===== config.mk =====
export PLATFORM = sky130hd
export DESIGN_NAME = genotype_field_parser_unit
export DESIGN_NICKNAME = d
export VERILOG_FILES = /design/src/rtl/gfp_pkg.sv /design/src/rtl/gfp_cfg.sv /design/src/rtl/gfp_parse.sv /design/src/rtl/genotype_field_parser_unit.sv
export SDC_FILE = /design/constraint.sdc
export NUM_CORES = 1
export LEC_CHECK = 0
export ABC_AREA = 1
export ABC_CLOCK_PERIOD_IN_PS = 3600
export BUFFER_PORTS_ARGS = -buffer_cell sky130_fd_sc_hd__buf_4
export CORE_MARGIN = 3
export CORE_UTILIZATION = 33
export DETAILED_ROUTE_END_ITERATION = 6
export PLACE_DENSITY = 0.52
export SLEW_MARGIN = 20
export SYNTH_ARGS = -nofsm -noshare
export SYNTH_HDL_FRONTEND = slang
export SYNTH_SLANG_ARGS = --single-unit

===== constraint.sdc =====
create_clock -name clk -period 3.6 [get_ports clk]
set_clock_uncertainty 0.05 [all_clocks]
set_input_delay 0.72 -clock clk [delete_from_list [all_inputs] [get_ports clk]]
set_output_delay 0.72 -clock clk [all_outputs]
set_load 0.02 [all_outputs]

===== src/rtl/gfp_pkg.sv =====
// ----------------------------------------------------------------------------
// gfp_pkg
// Shared types and constants for the genotype field parser.
// ----------------------------------------------------------------------------
package gfp_pkg;

  typedef enum logic [2:0] {
    PH_FIRST,
    PH_AFTER_SEP,
    PH_DIGITS,
    PH_DOT,
    PH_SKIP
  } phase_t;

  localparam logic [2:0] ERR_OK       = 3'd0;
  localparam logic [2:0] ERR_EMPTY    = 3'd1;
  localparam logic [2:0] ERR_OVERFLOW = 3'd2;
  localparam logic [2:0] ERR_EXCEEDS  = 3'd3;
  localparam logic [2:0] ERR_INVALID  = 3'd4;

  localparam logic [7:0] CH_SLASH = 8'h2F;
  localparam logic [7:0] CH_BAR   = 8'h7C;
  localparam logic [7:0] CH_DOT   = 8'h2E;
  localparam logic [7:0] CH_ZERO  = 8'h30;
  localparam logic [7:0] CH_NINE  = 8'h39;

  localparam logic ADDR_ALT_COUNT = 1'b0;
  localparam logic ADDR_KNOWN     = 1'b1;

  // control part of one result beat
  typedef struct packed {
    logic       emit;
    logic       missing;
    logic       valid;
    logic [2:0] err;
    logic       last;
  } res_ctl_t;

endpackage


===== src/rtl/gfp_cfg.sv =====
// ----------------------------------------------------------------------------
// gfp_cfg
// APB register block: alternate allele count and the index check enable.
// ----------------------------------------------------------------------------
module gfp_cfg #(
  parameter int ALT_COUNT_BITS = 16
) (
  input  logic                      clk,
  input  logic                      rst,
  input  logic                      psel,
  input  logic                      penable,
  input  logic                      pwrite,
  input  logic [2:0]                paddr,
  input  logic [31:0]               pwdata,
  output logic [31:0]               prdata,
  output logic                      pready,
  output logic [ALT_COUNT_BITS-1:0] alt_count,
  output logic                      alleles_known
);
  import gfp_pkg::*;

  logic wr;

  assign pready = 1'b1;
  assign wr     = psel & penable & pwrite;

  // word aligned: bit 2 picks the register
  always_ff @(posedge clk) begin
    if (rst) begin
      alt_count     <= '0;
      alleles_known <= 1'b0;
    end else if (wr) begin
      if (paddr[2] == ADDR_ALT_COUNT) begin
        alt_count <= pwdata[ALT_COUNT_BITS-1:0];
      end else begin
        alleles_known <= pwdata[0];
      end
    end
  end

  always_comb begin
    if (paddr[2] == ADDR_KNOWN) begin
      prdata = {31'd0, alleles_known};
    end else begin
      prdata = 32'(alt_count);
    end
  end

endmodule


===== src/rtl/gfp_parse.sv =====
// ----------------------------------------------------------------------------
// gfp_parse
// Per-character step: next parser state and the result beat, if any.
// ----------------------------------------------------------------------------
module gfp_parse #(
  parameter int ALLELE_BITS    = 32,
  parameter int ALT_COUNT_BITS = 16
) (
  input  gfp_pkg::phase_t           phase,
  input  logic [ALLELE_BITS-1:0]    acc,
  input  logic                      flag,
  input  logic [7:0]                char_code,
  input  logic                      end_of_token,
  input  logic [ALT_COUNT_BITS-1:0] alt_count,
  input  logic                      alleles_known,
  output gfp_pkg::phase_t           phase_next,
  output logic [ALLELE_BITS-1:0]    acc_next,
  output logic                      flag_next,
  output gfp_pkg::res_ctl_t         res,
  output logic [ALLELE_BITS-1:0]    res_index
);
  import gfp_pkg::*;

  localparam int CW = (ALLELE_BITS > ALT_COUNT_BITS) ? ALLELE_BITS : ALT_COUNT_BITS;
  localparam logic [ALLELE_BITS-1:0] MAX       = '1;
  localparam logic [ALLELE_BITS-1:0] MAX_DIV10 = MAX / 10;
  localparam logic [3:0]             MAX_MOD10 = 4'(MAX % 10);

  logic                   is_digit;
  logic                   is_sep;
  logic [3:0]             digit;
  logic                   too_big;
  logic                   ovf;
  logic [ALLELE_BITS-1:0] acc_x10;

  assign is_digit = (char_code >= CH_ZERO) && (char_code <= CH_NINE);
  assign is_sep   = (char_code == CH_SLASH) || (char_code == CH_BAR);
  assign digit    = 4'(char_code - CH_ZERO);
  assign too_big  = alleles_known && (CW'(acc) > CW'(alt_count));
  assign ovf      = (acc > MAX_DIV10) || ((acc == MAX_DIV10) && (digit > MAX_MOD10));
  assign acc_x10  = (acc << 3) + (acc << 1) + ALLELE_BITS'(digit);

  always_comb begin
    phase_next  = phase;
    acc_next    = acc;
    flag_next   = flag;
    res         = '0;
    res.err     = ERR_OK;
    res_index   = '0;

    if (end_of_token) begin
      phase_next = PH_FIRST;
      acc_next   = '0;
      case (phase)
        PH_FIRST: begin
          res.emit = 1'b1;
          res.err  = ERR_EMPTY;
          res.last = 1'b1;
        end
        PH_AFTER_SEP: begin
          res.emit = 1'b1;
          res.err  = ERR_INVALID;
          res.last = 1'b1;
        end
        PH_DIGITS: begin
          res.emit  = 1'b1;
          res.valid = 1'b1;
          res.last  = 1'b1;
          res_index = acc;
          if (too_big) res.err = ERR_EXCEEDS;
        end
        PH_DOT: begin
          res.emit    = 1'b1;
          res.valid   = 1'b1;
          res.missing = 1'b1;
          res.last    = 1'b1;
        end
        default: ;
      endcase
    end else begin
      case (phase)
        PH_FIRST, PH_AFTER_SEP: begin
          if (char_code == CH_DOT) begin
            phase_next = PH_DOT;
          end else if (is_digit) begin
            phase_next = PH_DIGITS;
            acc_next   = ALLELE_BITS'(digit);
          end else begin
            phase_next = PH_SKIP;
            acc_next   = '0;
            res.emit   = 1'b1;
            res.err    = ERR_INVALID;
            res.last   = 1'b1;
          end
        end
        PH_DIGITS: begin
          if (is_digit) begin
            if (ovf) begin
              phase_next = PH_SKIP;
              acc_next   = '0;
              res.emit   = 1'b1;
              res.err    = ERR_OVERFLOW;
              res.last   = 1'b1;
            end else begin
              acc_next = acc_x10;
            end
          end else if (too_big) begin
            // index check comes before the character check
            phase_next = PH_SKIP;
            acc_next   = '0;
            res.emit   = 1'b1;
            res.valid  = 1'b1;
            res.err    = ERR_EXCEEDS;
            res.last   = 1'b1;
            res_index  = acc;
          end else if (!is_sep) begin
            phase_next = PH_SKIP;
            acc_next   = '0;
            res.emit   = 1'b1;
            res.err    = ERR_INVALID;
            res.last   = 1'b1;
          end else begin
            flag_next  = (char_code == CH_BAR);
            phase_next = PH_AFTER_SEP;
            acc_next   = '0;
            res.emit   = 1'b1;
            res.valid  = 1'b1;
            res_index  = acc;
          end
        end
        PH_DOT: begin
          if (!is_sep) begin
            phase_next = PH_SKIP;
            acc_next   = '0;
            res.emit   = 1'b1;
            res.err    = ERR_INVALID;
            res.last   = 1'b1;
          end else begin
            flag_next   = (char_code == CH_BAR);
            phase_next  = PH_AFTER_SEP;
            acc_next    = '0;
            res.emit    = 1'b1;
            res.valid   = 1'b1;
            res.missing = 1'b1;
          end
        end
        default: ;
      endcase
    end
  end

endmodule


===== src/rtl/genotype_field_parser_unit.sv =====
// ----------------------------------------------------------------------------
// genotype_field_parser_unit
// Streaming parser for a genotype token, one character per beat.
// ----------------------------------------------------------------------------
// Takes one character (or an end-of-token marker) per clock and gives at most
// one allele beat per input beat, which passes through two registers: the input
// register, then the result register. The per-character update
// (compare, multiply by ten as shift-and-add, add digit) sits between those two
// registers, so a new beat is taken every cycle for as long as the output side
// is not stalled. Configure alt_count and alleles_known over APB while idle.
module genotype_field_parser_unit #(
  parameter int ALLELE_BITS    = 32,
  parameter int ALT_COUNT_BITS = 16
) (
  input  logic                   clk,
  input  logic                   rst,
  // APB
  input  logic                   psel,
  input  logic                   penable,
  input  logic                   pwrite,
  input  logic [2:0]             paddr,
  input  logic [31:0]            pwdata,
  output logic [31:0]            prdata,
  output logic                   pready,
  // character input
  input  logic                   in_valid,
  output logic                   in_stall,
  input  logic [7:0]             char_code,
  input  logic                   end_of_token,
  // allele output
  output logic                   out_valid,
  input  logic                   out_stall,
  output logic [ALLELE_BITS-1:0] allele_index,
  output logic                   allele_missing,
  output logic                   allele_valid,
  output logic                   phased,
  output logic [2:0]             error_code,
  output logic                   last
);
  import gfp_pkg::*;

  logic [ALT_COUNT_BITS-1:0] alt_count;
  logic                      alleles_known;

  logic                      in_full;
  logic [7:0]                char_q;
  logic                      eot_q;
  logic                      advance;
  logic                      take;

  phase_t                    phase;
  phase_t                    phase_next;
  logic [ALLELE_BITS-1:0]    acc;
  logic [ALLELE_BITS-1:0]    acc_next;
  logic                      flag;
  logic                      flag_next;
  res_ctl_t                  res;
  logic [ALLELE_BITS-1:0]    res_index;

  gfp_cfg #(
    .ALT_COUNT_BITS(ALT_COUNT_BITS)
  ) u_cfg (
    .clk          (clk),
    .rst          (rst),
    .psel         (psel),
    .penable      (penable),
    .pwrite       (pwrite),
    .paddr        (paddr),
    .pwdata       (pwdata),
    .prdata       (prdata),
    .pready       (pready),
    .alt_count    (alt_count),
    .alleles_known(alleles_known)
  );

  gfp_parse #(
    .ALLELE_BITS   (ALLELE_BITS),
    .ALT_COUNT_BITS(ALT_COUNT_BITS)
  ) u_parse (
    .phase        (phase),
    .acc          (acc),
    .flag         (flag),
    .char_code    (char_q),
    .end_of_token (eot_q),
    .alt_count    (alt_count),
    .alleles_known(alleles_known),
    .phase_next   (phase_next),
    .acc_next     (acc_next),
    .flag_next    (flag_next),
    .res          (res),
    .res_index    (res_index)
  );

  // held beat moves on when the result register is free or being drained
  assign advance  = !out_valid || !out_stall;
  assign in_stall = in_full && !advance;
  assign take     = in_valid && !in_stall;

  always_ff @(posedge clk) begin
    if (rst) begin
      in_full <= 1'b0;
    end else if (take) begin
      in_full <= 1'b1;
    end else if (advance) begin
      in_full <= 1'b0;
    end
  end

  always_ff @(posedge clk) begin
    if (take) begin
      char_q <= char_code;
      eot_q  <= end_of_token;
    end
  end

  always_ff @(posedge clk) begin
    if (rst) begin
      phase <= PH_FIRST;
      acc   <= '0;
      flag  <= 1'b0;
    end else if (in_full && advance) begin
      phase <= phase_next;
      acc   <= acc_next;
      flag  <= flag_next;
    end
  end

  always_ff @(posedge clk) begin
    if (rst) begin
      out_valid <= 1'b0;
    end else if (advance) begin
      out_valid <= in_full && res.emit;
    end
  end

  always_ff @(posedge clk) begin
    if (in_full && advance && res.emit) begin
      allele_index   <= res_index;
      allele_missing <= res.missing;
      allele_valid   <= res.valid;
      phased         <= flag_next;
      error_code     <= res.err;
      last           <= res.last;
    end
  end

endmodule


==> impl_metrics.json <==
{
  "initialDrtViolationCount": 284,
  "grt_first_pass_wirelength_mm": 31.0,
  "cp_max_fo": 4,
  "grt.overflow.total": 0,
  "grt_util_all_layers_pct": 16.0,
  "remaining_drc_errors": 0,
  "synth_seq_cells": 103,
  "final_wl_mm": 18.9,
  "clock_tree.buffer_depth": 2,
  "final_cell_mix": "sky130_fd_sc_hd__nand2_1 (189), sky130_fd_sc_hd__nor2_1 (149), sky130_fd_sc_hd__buf_4 (101)",
  "power.switching_fraction_pct": 23.6,
  "initial_standard_cell_utilization_of_the_core_pct": 33.7,
  "routability_cong": 0.863,
  "n_fill_cell": 2271,
  "drv_cap": 0,
  "grt_setup_unrepaired": "false",
  "first_global_vias": 6218,
  "first_pass_iters": 4,
  "detail_placement_hpwl_mm": 14.8,
  "num-nets-final": 1150,
  "cts-root-buf": "sky130_fd_sc_hd__clkbuf_16",
  "reg2regPathDepth": 15,
  "clkPwrFrac_pct": 41.8,
  "netlist_area_sq_um": 7110,
  "part_of_the_total_power_dissipated_in_sequential_elements_pct": 48.1,
  "tritoncts.num_buffers": 9,
  "worst-slew-pin-transition_ns": 0.845,
  "status": "finished, final reports clean",
  "final_worst_path_period_share_pct": 81.3,
  "fin_area_sq_um": 8370,
  "count_of_cells_resized_by_post_cts_repair": 0,
  "die_width_microns": 153,
  "synth_warnings": 0,
  "timing_max_transition_violations_final": 0,
  "peakVddDrop_v": 0.000169,
  "worst_endpoint_required_time_ns": 3.76,
  "synth.lib_cells_used.distinct": 44,
  "report.final.hold_viol_count": 0,
  "floorplan.io_pins": 125,
  "avg_synthesized_cell_area_sq_um": 7.59,
  "number_of_setup_violations_in_the_final_report": 0,
  "floorplan.rows": 53,
  "worstHoldPathCells": 2,
  "core_sq_um": 21100,
  "cpMaxStageDelayCell": "sky130_fd_sc_hd__fa_1",
  "numPortBuffers": 89,
  "holdBufCountCts": 0,
  "cts.clk_slew.worst_paths_ns": 0.07,
  "crit_path_cell_trace": "inv_1 -> fa_1 -> inv_1 -> fa_1 -> nand2_1 -> o21ai_1 -> nand2_1 -> nand2_1 -> nand3_1 -> nand2_1 -> nand2_1 -> nand2_1 -> xor2_1 -> a22oi_1 -> nor2_1",
  "place_area_sq_um": 8030,
  "routed_via_density": 4.83,
  "relative_slew_margins_pct": 43.6,
  "die_area_sq_um": 23300,
  "crit_path_frequent_cell": "sky130_fd_sc_hd__nand2_1",
  "worst_hold_path_type": "register to register",
  "clock_insertion_delay_worst_skew_ns": 0.34,
  "total_leakage_power_nw": 3.83,
  "postcts_setup_bufs": 0,
  "layout_overhead_on_the_synthesized_area_pct": 17.7,
  "worst-endpoint-arrival_ns": 3.09,
  "htree_num_levels": 3,
  "detailroute.via_count": 6285,
  "kind_of_critical_path": "register to register",
  "clock.fmax_mhz": 342,
  "final_period_demand_of_the_worst_path_ns": 2.93,
  "netSwitchingPower_mw": 0.626,
  "tritoncts_num_sinks": 103,
  "type_of_element_launching_the_critical_path": "register",
  "post_synth_inst_count": 936,
  "synth.yosys.seq_area_share_pct": 35.8,
  "grt_start_max_net_pins": 56,
  "power.combinational.fraction_pct": 10.1,
  "ant_nets": 0,
  "route.detailed.wl_per_inst_microns": 14.5,
  "power_density_nw_per_um2": 317,
  "drive_gt1_share_pct": 13.9,
  "mostFrequentLayoutCell": "sky130_fd_sc_hd__nand2_1",
  "cts_tree": "done",
  "antenna_found_initial": 0,
  "critPathMaxStageDelay_ns": 0.52,
  "cp_endpoint_kind": "register",
  "dieHeight_microns": 153,
  "diodes": 0,
  "internal_power_mw": 2.03,
  "setup_tns_ns": 0
}
-- registers in the layout, summed over array words and instances (netlist names) --
name / cells
allele_index: 32
error_code: 3
in_full: 1
out_valid: 1
char_q: 8
u_cfg.alleles_known: 1
last: 1
eot_q: 1
phase: 3
allele_missing: 1
flag: 1
phased: 1
u_cfg.alt_count: 16
acc: 32
allele_valid: 1
-- worst max-delay path, delay by kind of cell, from the launching register on --
kind	cells	cell delay, ns
DFF	1	0.39
xor gates and xnor gates	1	0.16
and+or+nand+nor	8	0.71
buffers and inverters	2	0.21
AOI/OAI and AO/OA	2	0.28
adders and majority gates	2	0.99
-- final cells by class --
cell class,count,area [sq um],area share [%]
tap,275,344,4.11
sequential,103,2540,30.4
clock buffer,10,229,2.74
timing repair buffer,101,758,9.06
clock inverter,5,106,1.27
inverter,101,379,4.53
multi-input combinational,707,4010,47.9
-- power groups by stage --
stage / Sequential (mW) / Clock [mW] / Combinational (mW)
floorplan: 1.32 / 0 / 0.161
global placement: 1.30 / 0 / 0.272
detailed placement: 1.30 / 0 / 0.272
CTS: 1.28 / 1.15 / 0.272
global route: 1.28 / 1.20 / 0.300
finish: 1.28 / 1.11 / 0.269
-- kinds of logic (layout without fill, tap and decap cells) --
| family | Yosys count | count (layout) | share of synthesized area [%] |
|---|---|---|---|
| compound gates | 154 | 154 | 12.7 |
| buf+inv | 141 | 217 | 8.63 |
| xor+xnor | 22 | 22 | 2.71 |
| simple gates | 438 | 438 | 26.5 |
| other cells | 2 | 17 | 0.106 |
| flops | 103 | 103 | 35.8 |
| fa+ha+maj | 76 | 76 | 13.6 |
-- synth_stat cells (all sizes together) --
cell / number / area (sq um)
a211oi: 15 / 113
a21o: 3 / 22.5
a21oi: 71 / 374
a221oi: 1 / 8.76
a22oi: 13 / 97.6
a31oi: 4 / 25.0
and2: 2 / 12.5
and3: 1 / 6.26
buf: 24 / 174
clkbuf: 16 / 60.1
conb: 2 / 7.51
dfxtp: 55 / 1100
edfxtp: 48 / 1440
fa: 2 / 40.0
ha: 74 / 926
inv: 101 / 379
nand2: 191 / 722
nand3: 37 / 223
nand4: 19 / 125
nor2: 157 / 629
nor3: 28 / 150
nor4: 2 / 12.5
o211ai: 1 / 7.51
o21a: 1 / 7.51
o21ai: 37 / 185
o21bai: 6 / 45.0
o22ai: 1 / 6.26
o31ai: 1 / 7.51
or2: 1 / 6.26
xnor2: 6 / 52.6
xor2: 16 / 140
-- final timing paths --
kind | from | end | slack [ns]
worst min-delay path | u_cfg.alt_count[0] | u_cfg.alt_count[0] | 0.45
worst min register to register | u_cfg.alt_count[0] | u_cfg.alt_count[0] | 0.45
worst max register to register | acc[0] | acc[14] | 0.67
worst max-delay path | acc[0] | acc[14] | 0.67
-- layer usage --
layer	wire [microns]	up-vias	track usage (%)	part of all wire, %
met5	0	-	0	0
met4	377	0	5.09	2.0
met3	688	26	2.61	3.6
met2	8860	108	26.9	47
met1	8970	2878	21.3	47
li1	-	3273	-	-
-- metrics by stage --
stage	hold WS, ns	power, mW	instances	setup WS, ns	util, %
6_report	0.446	2.66	1302	0.675	39.7
5_1_grt	0.470	2.78	1302	0.363	39.7
4_1_cts	0.448	2.70	1302	0.608	39.7
3_5_place_dp	0.434	1.58	1287	0.628	38.1
3_3_place_gp	0.432	1.58	1287	0.647	38.1
2_1_floorplan	0.408	1.48	951	0.987	-
(Power assumes the default switching activity.)
